$ cat config.mk
export PLATFORM = sky130hd
export DESIGN_NAME = length_prefixed_frame_deframer_unit_flat
export DESIGN_NICKNAME = d
export VERILOG_FILES = /design/src/rtl/lpfd_pkg.sv /design/src/rtl/lpfd_in_if.sv /design/src/rtl/lpfd_out_if.sv /design/src/rtl/length_prefixed_frame_deframer_unit.sv /design/src/rtl/lpfd_core.sv /design/src/rtl/lpfd_outq.sv /design/src/flat_wrapper.sv
export VERILOG_INCLUDE_DIRS = /design/src /design/src/rtl
export SDC_FILE = /design/constraint.sdc
export NUM_CORES = 1
export LEC_CHECK = 0
export BUFFER_PORTS_ARGS = -buffer_cell sky130_fd_sc_hd__buf_4
export CAP_MARGIN = 20
export CORE_ASPECT_RATIO = 0.9
export CORE_MARGIN = 2
export CORE_UTILIZATION = 30
export DETAILED_ROUTE_END_ITERATION = 12
export SETUP_SLACK_MARGIN = 0.3
export SLEW_MARGIN = 20
export SYNTH_ARGS = -nofsm -noshare
export SYNTH_HDL_FRONTEND = slang
export SYNTH_SLANG_ARGS = --single-unit
$ cat constraint.sdc
create_clock -name clk -period 14.2 [get_ports clk]
set_input_delay 0.71 -clock clk [delete_from_list [all_inputs] [get_ports clk]]
set_output_delay 0.71 -clock clk [all_outputs]
set_load 0.01 [all_outputs]
$ cat src/rtl/length_prefixed_frame_deframer_unit_defines.svh
// Assertion macros shared by the deframer.
`ifndef LENGTH_PREFIXED_FRAME_DEFRAMER_UNIT_DEFINES_SVH
`define LENGTH_PREFIXED_FRAME_DEFRAMER_UNIT_DEFINES_SVH

// Check a condition at every rising clock edge outside reset.
`define LPFD_ASSERT_ALWAYS(lbl, clk, rst_n, cond, msg) \
  lbl: assert property (@(posedge clk) disable iff (!rst_n) (cond)) else $error(msg);

// Check that a condition in the next cycle follows from a trigger.
`define LPFD_ASSERT_NEXT(lbl, clk, rst_n, trig, cond, msg) \
  lbl: assert property (@(posedge clk) disable iff (!rst_n) (trig) |=> (cond)) else $error(msg);

`endif

$ cat src/rtl/lpfd_pkg.sv
package lpfd_pkg;

  localparam int BYTE_W    = 8;
  localparam int LEN_W     = 13;
  localparam int WORD_W    = 32;
  localparam int HDR_BYTES = 4;
  localparam int MAX_FRAME = 4096;
  localparam int MIN_LEN   = 4;
  localparam int RESET_MIN = 8;
  localparam int RESET_MAX = 4096;

  // result queue: deep enough for one header burst
  localparam int Q_DEPTH = 4;
  localparam int Q_AW    = 2;
  localparam int Q_CW    = 3;

  localparam int CFG_IDX_W = 1;
  localparam logic [CFG_IDX_W-1:0] CFG_MIN_FRAME_LEN = 1'b0;
  localparam logic [CFG_IDX_W-1:0] CFG_MAX_FRAME_LEN = 1'b1;

  localparam logic KIND_DATA    = 1'b0;
  localparam logic KIND_BAD_LEN = 1'b1;

  typedef struct packed {
    logic              kind;
    logic [BYTE_W-1:0] data;
    logic              frame_start;
    logic              frame_end;
    logic              trailer_ok;
  } result_t;

  // group of results that one item produces, handed to the queue
  typedef struct packed {
    logic                   push;
    logic [Q_CW-1:0]        n;
    result_t [Q_DEPTH-1:0]  res;
  } burst_t;

endpackage

$ cat src/rtl/lpfd_in_if.sv
interface lpfd_in_if;
  import lpfd_pkg::*;

  logic              valid;
  logic              ready;
  logic [BYTE_W-1:0] in_byte;
  logic              chunk_end;

  modport source (output valid, output in_byte, output chunk_end, input ready);
  modport sink   (input valid, input in_byte, input chunk_end, output ready);
endinterface

$ cat src/rtl/lpfd_out_if.sv
interface lpfd_out_if;
  import lpfd_pkg::*;

  logic              valid;
  logic              ready;
  logic              kind;
  logic [BYTE_W-1:0] out_byte;
  logic              frame_start;
  logic              frame_end;
  logic              trailer_ok;

  modport source (output valid, output kind, output out_byte, output frame_start,
                  output frame_end, output trailer_ok, input ready);
  modport sink   (input valid, input kind, input out_byte, input frame_start,
                  input frame_end, input trailer_ok, output ready);
endinterface

$ cat src/rtl/length_prefixed_frame_deframer_unit.sv
// Channel   Dir  Handshake        Payload
// in_ch     in   valid/ready      in_byte[7:0], chunk_end
// out_ch    out  valid/ready      kind, out_byte[7:0], frame_start, frame_end, trailer_ok
// cfg_*     in   cfg_we           cfg_idx[0], cfg_wdata[12:0]
//
// One byte per cycle when the sink keeps up; an item is held in the input
// register before its results enter a 4-entry result queue.
// A valid header releases four results at once; the item waits in the input
// register until the queue has four free entries. With the sink keeping up,
// a burst can stall the next item that has a result.
// Reset is synchronous and clears all control state.
// out_ch stalls fill the queue, then hold the input register and drop in_ch.ready.
`include "length_prefixed_frame_deframer_unit_defines.svh"

module length_prefixed_frame_deframer_unit (
  input  logic                            clk,
  input  logic                            rst_n,
  lpfd_in_if.sink                         in_ch,
  lpfd_out_if.source                      out_ch,
  input  logic                            cfg_we,
  input  logic [lpfd_pkg::CFG_IDX_W-1:0]  cfg_idx,
  input  logic [lpfd_pkg::LEN_W-1:0]      cfg_wdata
);
  import lpfd_pkg::*;

  burst_t          burst;
  logic [Q_CW-1:0] q_free;

  lpfd_core u_core (
    .clk          (clk),
    .rst_n        (rst_n),
    .in_valid     (in_ch.valid),
    .in_ready     (in_ch.ready),
    .in_byte      (in_ch.in_byte),
    .in_chunk_end (in_ch.chunk_end),
    .cfg_we       (cfg_we),
    .cfg_idx      (cfg_idx),
    .cfg_wdata    (cfg_wdata),
    .q_free       (q_free),
    .burst        (burst)
  );

  lpfd_outq u_outq (
    .clk    (clk),
    .rst_n  (rst_n),
    .burst  (burst),
    .q_free (q_free),
    .out_ch (out_ch)
  );

  `LPFD_ASSERT_ALWAYS(a_burst_fits, clk, rst_n, (!burst.push || burst.n <= q_free), "result burst overflows queue")
  `LPFD_ASSERT_ALWAYS(a_burst_size, clk, rst_n, (!burst.push || burst.n == Q_CW'(0) || burst.n == Q_CW'(1) || burst.n == Q_CW'(HDR_BYTES)), "bad result count")
  `LPFD_ASSERT_NEXT(a_push_shows, clk, rst_n, (burst.push && burst.n != '0), out_ch.valid, "pushed result not shown")
  `LPFD_ASSERT_ALWAYS(a_bad_len_empty, clk, rst_n, (!(out_ch.valid && out_ch.kind == KIND_BAD_LEN) || (out_ch.out_byte == '0 && !out_ch.frame_start && !out_ch.frame_end && !out_ch.trailer_ok)), "length error carries data")

endmodule

$ cat src/rtl/lpfd_core.sv
module lpfd_core (
  input  logic                            clk,
  input  logic                            rst_n,
  input  logic                            in_valid,
  output logic                            in_ready,
  input  logic [lpfd_pkg::BYTE_W-1:0]     in_byte,
  input  logic                            in_chunk_end,
  input  logic                            cfg_we,
  input  logic [lpfd_pkg::CFG_IDX_W-1:0]  cfg_idx,
  input  logic [lpfd_pkg::LEN_W-1:0]      cfg_wdata,
  input  logic [lpfd_pkg::Q_CW-1:0]       q_free,
  output lpfd_pkg::burst_t                burst
);
  import lpfd_pkg::*;

  logic              item_valid_r;
  logic [BYTE_W-1:0] item_byte_r;
  logic              item_last_r;

  logic [LEN_W-1:0]  min_len_r;
  logic [LEN_W-1:0]  max_len_r;

  logic [3*BYTE_W-1:0] hdr_shift_r, hdr_shift_nxt;
  logic [1:0]          hdr_cnt_r, hdr_cnt_nxt;
  logic [LEN_W-1:0]    remain_r, remain_nxt;
  logic [LEN_W-1:0]    flen_r, flen_nxt;
  logic [WORD_W-1:0]   tail_r, tail_nxt;
  logic                disc_r, disc_nxt;

  logic [WORD_W-1:0]   len_w;
  logic [WORD_W-1:0]   tail_w;
  logic [LEN_W-1:0]    lo_w, hi_w;
  logic                bad_w;
  logic                commit;
  logic [Q_CW-1:0]     n_w;
  result_t [Q_DEPTH-1:0] res_w;

  always_comb begin
    len_w  = {hdr_shift_r, item_byte_r};
    tail_w = {tail_r[WORD_W-BYTE_W-1:0], item_byte_r};
    lo_w   = (min_len_r < LEN_W'(MIN_LEN)) ? LEN_W'(MIN_LEN) : min_len_r;
    hi_w   = (max_len_r > LEN_W'(MAX_FRAME)) ? LEN_W'(MAX_FRAME) : max_len_r;
    bad_w  = (len_w < {{(WORD_W-LEN_W){1'b0}}, lo_w}) ||
             (len_w > {{(WORD_W-LEN_W){1'b0}}, hi_w});

    hdr_shift_nxt = hdr_shift_r;
    hdr_cnt_nxt   = hdr_cnt_r;
    remain_nxt    = remain_r;
    flen_nxt      = flen_r;
    tail_nxt      = tail_r;
    disc_nxt      = disc_r;
    n_w           = '0;
    res_w         = '0;

    if (disc_r) begin
      // drop through the end of the chunk
      if (item_last_r) begin
        disc_nxt = 1'b0;
      end
    end else if (remain_r != '0) begin
      tail_nxt              = tail_w;
      remain_nxt            = remain_r - LEN_W'(1);
      n_w                   = Q_CW'(1);
      res_w[0].kind         = KIND_DATA;
      res_w[0].data         = item_byte_r;
      res_w[0].frame_end    = (remain_r == LEN_W'(1));
      res_w[0].trailer_ok   = (remain_r == LEN_W'(1)) &&
                              (tail_w == {{(WORD_W-LEN_W){1'b0}}, flen_r});
    end else if (hdr_cnt_r != 2'd3) begin
      hdr_shift_nxt = {hdr_shift_r[2*BYTE_W-1:0], item_byte_r};
      hdr_cnt_nxt   = hdr_cnt_r + 2'd1;
    end else begin
      hdr_cnt_nxt   = '0;
      hdr_shift_nxt = '0;
      if (bad_w) begin
        disc_nxt      = !item_last_r;
        n_w           = Q_CW'(1);
        res_w[0].kind = KIND_BAD_LEN;
      end else begin
        flen_nxt   = len_w[LEN_W-1:0];
        remain_nxt = len_w[LEN_W-1:0] - LEN_W'(HDR_BYTES);
        tail_nxt   = len_w;
        n_w        = Q_CW'(HDR_BYTES);
        for (int i = 0; i < HDR_BYTES; i++) begin
          res_w[i].kind = KIND_DATA;
          res_w[i].data = len_w[(HDR_BYTES-1-i)*BYTE_W +: BYTE_W];
        end
        res_w[0].frame_start = 1'b1;
        // a frame of header only ends on its fourth byte
        res_w[HDR_BYTES-1].frame_end  = (len_w[LEN_W-1:0] == LEN_W'(HDR_BYTES));
        res_w[HDR_BYTES-1].trailer_ok = (len_w[LEN_W-1:0] == LEN_W'(HDR_BYTES));
      end
    end
  end

  // hold the item until the queue has room for all its results
  assign commit   = item_valid_r && (n_w <= q_free);
  assign in_ready = !item_valid_r || commit;

  assign burst.push = commit;
  assign burst.n    = n_w;
  assign burst.res  = res_w;

  always_ff @(posedge clk) begin
    if (!rst_n) begin
      item_valid_r <= 1'b0;
    end else if (in_ready) begin
      item_valid_r <= in_valid;
    end
  end

  always_ff @(posedge clk) begin
    if (in_ready && in_valid) begin
      item_byte_r <= in_byte;
      item_last_r <= in_chunk_end;
    end
  end

  always_ff @(posedge clk) begin
    if (!rst_n) begin
      min_len_r <= LEN_W'(RESET_MIN);
      max_len_r <= LEN_W'(RESET_MAX);
    end else if (cfg_we) begin
      case (cfg_idx)
        CFG_MIN_FRAME_LEN: min_len_r <= cfg_wdata;
        CFG_MAX_FRAME_LEN: max_len_r <= cfg_wdata;
        default: ;
      endcase
    end
  end

  always_ff @(posedge clk) begin
    if (!rst_n) begin
      hdr_shift_r <= '0;
      hdr_cnt_r   <= '0;
      remain_r    <= '0;
      flen_r      <= '0;
      tail_r      <= '0;
      disc_r      <= 1'b0;
    end else if (commit) begin
      hdr_shift_r <= hdr_shift_nxt;
      hdr_cnt_r   <= hdr_cnt_nxt;
      remain_r    <= remain_nxt;
      flen_r      <= flen_nxt;
      tail_r      <= tail_nxt;
      disc_r      <= disc_nxt;
    end
  end

endmodule

$ cat src/rtl/lpfd_outq.sv
module lpfd_outq (
  input  logic                       clk,
  input  logic                       rst_n,
  input  lpfd_pkg::burst_t           burst,
  output logic [lpfd_pkg::Q_CW-1:0]  q_free,
  lpfd_out_if.source                 out_ch
);
  import lpfd_pkg::*;

  result_t         q_r [Q_DEPTH];
  logic [Q_AW-1:0] wr_ptr_r, rd_ptr_r;
  logic [Q_CW-1:0] cnt_r, cnt_nxt;
  logic            pop;
  logic [Q_CW-1:0] push_n;
  result_t         head;

  assign head   = q_r[rd_ptr_r];
  assign pop    = out_ch.valid && out_ch.ready;
  assign push_n = burst.push ? burst.n : '0;
  assign q_free = Q_CW'(Q_DEPTH) - cnt_r;

  always_comb begin
    cnt_nxt = cnt_r + push_n - (pop ? Q_CW'(1) : Q_CW'(0));
  end

  assign out_ch.valid       = (cnt_r != '0);
  assign out_ch.kind        = head.kind;
  assign out_ch.out_byte    = head.data;
  assign out_ch.frame_start = head.frame_start;
  assign out_ch.frame_end   = head.frame_end;
  assign out_ch.trailer_ok  = head.trailer_ok;

  always_ff @(posedge clk) begin
    for (int k = 0; k < Q_DEPTH; k++) begin
      if (Q_CW'(k) < push_n) begin
        q_r[wr_ptr_r + Q_AW'(k)] <= burst.res[k];
      end
    end
  end

  always_ff @(posedge clk) begin
    if (!rst_n) begin
      wr_ptr_r <= '0;
      rd_ptr_r <= '0;
      cnt_r    <= '0;
    end else begin
      wr_ptr_r <= wr_ptr_r + push_n[Q_AW-1:0];
      if (pop) begin
        rd_ptr_r <= rd_ptr_r + Q_AW'(1);
      end
      cnt_r <= cnt_nxt;
    end
  end

endmodule
$ cat src/flat_wrapper.sv
// flat-port wrapper written by rule: the top's interface ports become plain ports
module length_prefixed_frame_deframer_unit_flat import lpfd_pkg::*;
  (clk, rst_n, cfg_we, cfg_idx, cfg_wdata, in_ch_valid, in_ch_in_byte, in_ch_chunk_end, in_ch_ready, out_ch_valid, out_ch_kind, out_ch_out_byte, out_ch_frame_start, out_ch_frame_end, out_ch_trailer_ok, out_ch_ready);
  lpfd_in_if in_ch_i ();
  lpfd_out_if out_ch_i ();
  input  logic clk;
  input  logic rst_n;
  input  logic cfg_we;
  input  logic [lpfd_pkg::CFG_IDX_W-1:0] cfg_idx;
  input  logic [lpfd_pkg::LEN_W-1:0] cfg_wdata;
  input wire logic [$bits(in_ch_i.valid)-1:0] in_ch_valid;
  input wire logic [$bits(in_ch_i.in_byte)-1:0] in_ch_in_byte;
  input wire logic [$bits(in_ch_i.chunk_end)-1:0] in_ch_chunk_end;
  output wire logic [$bits(in_ch_i.ready)-1:0] in_ch_ready;
  output wire logic [$bits(out_ch_i.valid)-1:0] out_ch_valid;
  output wire logic [$bits(out_ch_i.kind)-1:0] out_ch_kind;
  output wire logic [$bits(out_ch_i.out_byte)-1:0] out_ch_out_byte;
  output wire logic [$bits(out_ch_i.frame_start)-1:0] out_ch_frame_start;
  output wire logic [$bits(out_ch_i.frame_end)-1:0] out_ch_frame_end;
  output wire logic [$bits(out_ch_i.trailer_ok)-1:0] out_ch_trailer_ok;
  input wire logic [$bits(out_ch_i.ready)-1:0] out_ch_ready;
  assign in_ch_i.valid = in_ch_valid;
  assign in_ch_i.in_byte = in_ch_in_byte;
  assign in_ch_i.chunk_end = in_ch_chunk_end;
  assign in_ch_ready = in_ch_i.ready;
  assign out_ch_valid = out_ch_i.valid;
  assign out_ch_kind = out_ch_i.kind;
  assign out_ch_out_byte = out_ch_i.out_byte;
  assign out_ch_frame_start = out_ch_i.frame_start;
  assign out_ch_frame_end = out_ch_i.frame_end;
  assign out_ch_trailer_ok = out_ch_i.trailer_ok;
  assign out_ch_i.ready = out_ch_ready;
  length_prefixed_frame_deframer_unit u_core (.clk(clk), .rst_n(rst_n), .in_ch(in_ch_i), .out_ch(out_ch_i), .cfg_we(cfg_we), .cfg_idx(cfg_idx), .cfg_wdata(cfg_wdata));
endmodule
## Word-level counts from Yosys, hierarchy flattened

Memory sizes are Yosys's and may differ from the RTL's. A register that Yosys moved wholly into a read port is not among the register bits.
Cells that the tools add are included.

- Flip-flop bits (word level): 120
- RAM bits: 48
- Input bits: 28
- Output and inout port bits: 14
- Logic and storage cells: 111
- Memories kept: 1

Memory list:

| name | words | width | rd ports | clocked after memory_dff | write ports | line | source |
|---|---|---|---|---|---|---|---|
| u_core.u_outq.q_r | 4 | 12 | 1 | 1 | 4 | lpfd_outq.sv:10 | `result_t q_r [Q_DEPTH];` |

- Add/sub/neg operators: 11
- $lt $le $gt $ge: 9
- Equal/unequal tests: 6
- Mux-type cells: 50
- Bitwise operators: 5
- Reduce and logical (&&, ||, !) cells: 15

Operators with widths:

| cell | count |
|---|---|
| $mux 24 | 4 |
| $mux 13 | 5 |
| $mux 8 | 8 |
| $mux 11 | 4 |
| $eq 32x13->1 | 1 |
| $gt 32x13->1 | 1 |
| $lt 32x13->1 | 1 |
| $mux 9 | 2 |
| $mux 1 | 16 |
| $mux 3 | 5 |
| $eq 13x1->1 const B | 1 |
| $eq 13x3->1 const B | 1 |
| $gt 13x13->1 const B | 1 |
| $lt 13x3->1 const B | 1 |
| $reduce_bool 13->1 | 1 |
| $sub 13x1->13 const B | 1 |
| $sub 13x3->13 const B | 1 |
| $mux 12 | 1 |
| $mux 10 | 1 |
| $mux 2 | 4 |
| $add 2x1->2 const B | 3 |
| $lt 1x3->1 const A | 2 |
| $lt 2x3->1 const A | 2 |
| $not 1->1 | 5 |
| 16 further kinds | 24 |

## Depth between registers and ports, before layout

- Depth in word-level cells: 14
- Depth in mapped cells: 26
- Mapped depth without buffers: 23

## By module

From an unflattened synthesis, not the netlist that was laid out.

- Cells, all modules: 1216
- Area total of the unflattened synthesis: 10312.4 µm²

Modules (own cells, without submodules):

| module | instances | cells an instance | area an instance (µm²) | seq. area each (µm²) |
|---|---|---|---|---|
| lpfd_core | 1 | 782 | 6292.3 | 2352.3 |
| lpfd_outq | 1 | 434 | 4020.1 | 1621.6 |

## Worst setup path after synthesis

No wires, ideal clock.

- Path kind: register -> register
- From: register u_core.u_core.min_len_r[12]
- To: register u_core.u_outq.cnt_r[2]
- Setup time: 0.128 ns
- Arrival time: 4.904 ns
- Setup slack: 9.168 ns
- Stages on the path, launching flop included: 25
- Buffers on the path: 3
- Clock period less this slack: 5.032 ns
- Cell sequence: dfxtp_1 nor4_2 a31oi_1 ha_1 a21o_1 a211o_1 a211oi_2 o211ai_2 and3_1 buf_2 and2_1 ha_1 nor3b_1 o21a_1 nor3_1 clkbuf_1 clkbuf_1 nand2_1 ha_1 inv_1 ha_1 fa_1 xnor2_1 xnor2_1 nor2_1

- Word-level cells in the longest chain between the ends: 13

Ends and longest elaborated chain:

| item | line | source |
|---|---|---|
| start: declaration | lpfd_core.sv:20 | `logic [LEN_W-1:0] min_len_r;` |
| start signal: assignment | lpfd_core.sv:121 | `min_len_r <= LEN_W'(RESET_MIN);` |
| start signal: assignment | lpfd_core.sv:125 | `CFG_MIN_FRAME_LEN: min_len_r <= cfg_wdata;` |
| $lt 13x3->1 | lpfd_core.sv:41 | `lo_w = (min_len_r < LEN_W'(MIN_LEN)) ? LEN_W'(MIN_LEN) : min_len_r;` |
| $mux 13 * | lpfd_core.sv:41 |  |
| $lt 32x13->1 * | lpfd_core.sv:43 | `bad_w = (len_w < {{(WORD_W-LEN_W){1'b0}}, lo_w}) \|\|` |
| $logic_or 1x1->1 * | lpfd_core.sv:43 |  |
| $mux 3 * | lpfd_core.sv:75 | `if (bad_w) begin` |
| $mux 3 * | lpfd_core.sv:69 | `end else if (hdr_cnt_r != 2'd3) begin` |
| $mux 3 * | lpfd_core.sv:60 | `end else if (remain_r != '0) begin` |
| $mux 3 * | lpfd_core.sv:55 | `if (disc_r) begin` |
| $le 3x3->1 | lpfd_core.sv:97 | `assign commit = item_valid_r && (n_w <= q_free);` |
| $logic_and 1x1->1 | lpfd_core.sv:97 |  |
| $mux 3 * | lpfd_outq.sv:19 | `assign push_n = burst.push ? burst.n : '0;` |
| $add 3x3->3 * | lpfd_outq.sv:23 | `cnt_nxt = cnt_r + push_n - (pop ? Q_CW'(1) : Q_CW'(0));` |
| $sub 3x1->3 * | lpfd_outq.sv:23 |  |
| end signal: assignment | lpfd_outq.sv:51 | `cnt_r <= cnt_nxt;` |
| end: declaration | lpfd_outq.sv:12 | `logic [Q_CW-1:0] cnt_r, cnt_nxt;` |

Every way passes the cells marked *; elsewhere a longest branch is shown, timed or not.
A chain may end at the register's enable or synchronous reset.

==> out/qor.txt <==
met2 wire length = 10.9 mm
R2R setup slack = 7.76 ns
drc violations = 0
total global routing track utilization = 16.0%
crit path DAT = 6.51 ns
Max Buffers Root-to-Sink = 2
nets = 1043
Tightest Hold Check Type = reg -> reg
endpoints failing setup = 0
unrepaired setup endpoints after global routing = no
Final ANT Viol Nets = 0
vias in the first global route = 6882
largest cells by area after synthesis = dfxtp_1 27%, edfxtp_1 16%, nand2_1 6.5%
critical-path cell list = ha_1, a211oi_2, o21ai_0, o31ai_1, and3_1, and2_1, ha_1, nor3b_1, o21a_1, or3_1, nor2_2, and4_2, buf_4, nand2_1, nand2_1
die height = 168 um
total gr overflow = 0
CTS tree = built
RePlAce Congestion = 0.861
maximum level of the CTS H-tree = 4
Worst-Skew Late Latency = 0.43 ns
max-cap viol count = 0
core region area = 29700 sq um
Final Cycle Share = 45.3%
die width = 186 um
share of cells above drive strength 1 = 11.2%
clock sinks = 170
slowest CP cell = nor2_2
Area Growth Syn to Fin = 11.7%
crit start category = flip-flop
drt pass-1 iters = 8
clock root cell = clkbuf_16
largest net degree at the start of global routing = 68
predominant post-synthesis flop cell = dfxtp_1
DRT met1 WL = 11.2 mm
status = completed
# rows = 60
Final Hold Fails = 0
Routed wire per std cell = 17.3 um
Non-Filler Instances = 1393
metal3 WL = 1.59 mm
Top-Level Pins = 42
crit-path max FO = 44
Crit. End Element = flip-flop
Post-CTS Hold Buffers = 0
Cells after DPL = 1361
max incr delay on CP = 0.83 ns
CP delay by family, top = simple AND/OR/NAND/NOR gates
clock-pin slew on the worst setup and hold paths = 0.07 ns
max-slew violation count = 0
flops & latches, synth = 170
CTS buffer count = 17
post-CTS resize count = 0
ys async rst share = 0%
Buf/Inv on CP = 1
Synth cell types = 74
Post-Synthesis Cell Area = 8960 sq um
die area = 31300 sq um
syn nets = 1049
HPWL Detailed = 16.6 mm
setup TNS = 0 ns
Max Used Layer = met4
Post-Route WL = 24.1 mm
top cell type's share of synthesized area = 27.0%
actual slew at the worst max-slew pin = 1.07 ns
worst clock skew = 0.0118 ns
cell with the most instances after synthesis = nand2_1
vias per inst = 5.25
Final min period = 6.44 ns
Buffers on Ports = 41
antenna violations before repair = 0
worst rel slew slack = 28.4%
most frequent cells after synthesis = 155 x nand2_1, 121 x dfxtp_1, 77 x a21oi_1
number of synthesized flops with an enable pin = 49
Post-CTS Setup Repair Bufs = 0
Iteration-0 DRC Markers = 553
CP Data Required Time = 14.27 ns
Via Count = 7310
final-layout fill cell count = 3075
syn avg cell area = 9.12 sq um
FMAX = 0.155 GHz
n_diodes = 0
leading area contributor after synthesis = dfxtp_1
yosys warns = 0
WS Path Type = reg -> reg
sequential element share of the synthesized area = 43.5%
first-pass GRT wire length = 38.9 mm
Initial Util = 30.2%
post-synthesis cell count = 983
-- final cells by class --
cell class / instances / area, sq um / share of cell area (%)
multi-input combinational: 708 / 4600 / 45.9
sequential: 170 / 3890 / 38.9
tap: 403 / 504 / 5.04
clock buffer: 20 / 437 / 4.36
timing repair buffer: 48 / 360 / 3.60
inverter: 32 / 120 / 1.20
clock inverter: 12 / 93.8 / 0.938
-- placed cells by master (no fill, tap or decap), types with 5 or more instances in the layout --
cell type    n
o211ai_1    18
xnor2_1     11
edfxtp_1    49
nand3_1     45
nor4_1      17
dfxtp_1    121
o2bb2ai_1    5
o211a_1     16
and2_1      18
nor3_1      15
buf_4       48
mux2i_1     19
o21ai_0     27
inv_1       31
nor2b_1     20
a22o_1       6
xor2_1      16
nor2_1      55
nand2b_1     5
clkbuf_16   17
ha_1        37
a21oi_1     76
nand2_1    155
mux4_2      12
nand4_1     30
and3_1      25
-- flip-flops by register name (all words and copies together), names as in the netlist, named ones only --
register and flops:
u_core.u_core.hdr_shift_r 24, u_core.u_core.remain_r 13, u_core.u_core.tail_r 24, u_core.u_core.hdr_cnt_r 2, u_core.u_core.flen_r 13, u_core.u_core.min_len_r 13, u_core.u_core.item_byte_r 8, u_core.u_outq.q_r 48
u_core.u_outq.wr_ptr_r 2, u_core.u_core.max_len_r 13, u_core.u_core.item_last_r 1, u_core.u_outq.rd_ptr_r 2, u_core.u_outq.cnt_r 3, u_core.u_core.item_valid_r 1, u_core.u_core.disc_r 1
-- path summary, 6_finish.rpt --
check / endpoint / cells after the start / startpoint
max: u_core.u_outq.q_r[1][6]$_DFFE_PP_ / 15 / u_core.u_core.hdr_shift_r[1]$_SDFFE_PN0P_
min reg2reg: u_core.u_core.disc_r$_SDFFE_PN0N_ / 1 / u_core.u_core.item_last_r$_DFFE_PP_
max reg2reg: u_core.u_outq.q_r[1][6]$_DFFE_PP_ / 15 / u_core.u_core.hdr_shift_r[1]$_SDFFE_PN0P_
min: u_core.u_core.disc_r$_SDFFE_PN0N_ / 1 / u_core.u_core.item_last_r$_DFFE_PP_
-- cell families after synthesis --
family | share of synthesized area, %
and+or+nand+nor | 23.1
AOI/OAI and AO/OA | 14.8
DFF | 43.5
buffers and inverters | 5.36
adders and majority gates | 5.39
muxes | 5.26
xor gates and xnor gates | 2.64
-- metrics by stage --
step,setup slack (ns),hold slack [ns],utilization (%),instance area (sq um)
2_1_floorplan,9.17,0.409,-,8960
3_3_place_gp,8.07,0.421,31.9,9460
3_5_place_dp,7.90,0.424,32.0,9480
4_1_cts,7.88,0.431,33.7,10000
5_1_grt,7.30,0.430,33.7,10000
6_report,7.76,0.431,33.7,10000
-- per-layer routing --
layer	vias up	GRT usage, %
met5	-	0
met4	0	4.83
met3	18	3.16
met2	282	24.6
met1	3484	22.5
li1	3526	-
Power is left out: the tool's default activity adds up to more than one toggle a clock period on the data nets, which glitch-free logic cannot reach.
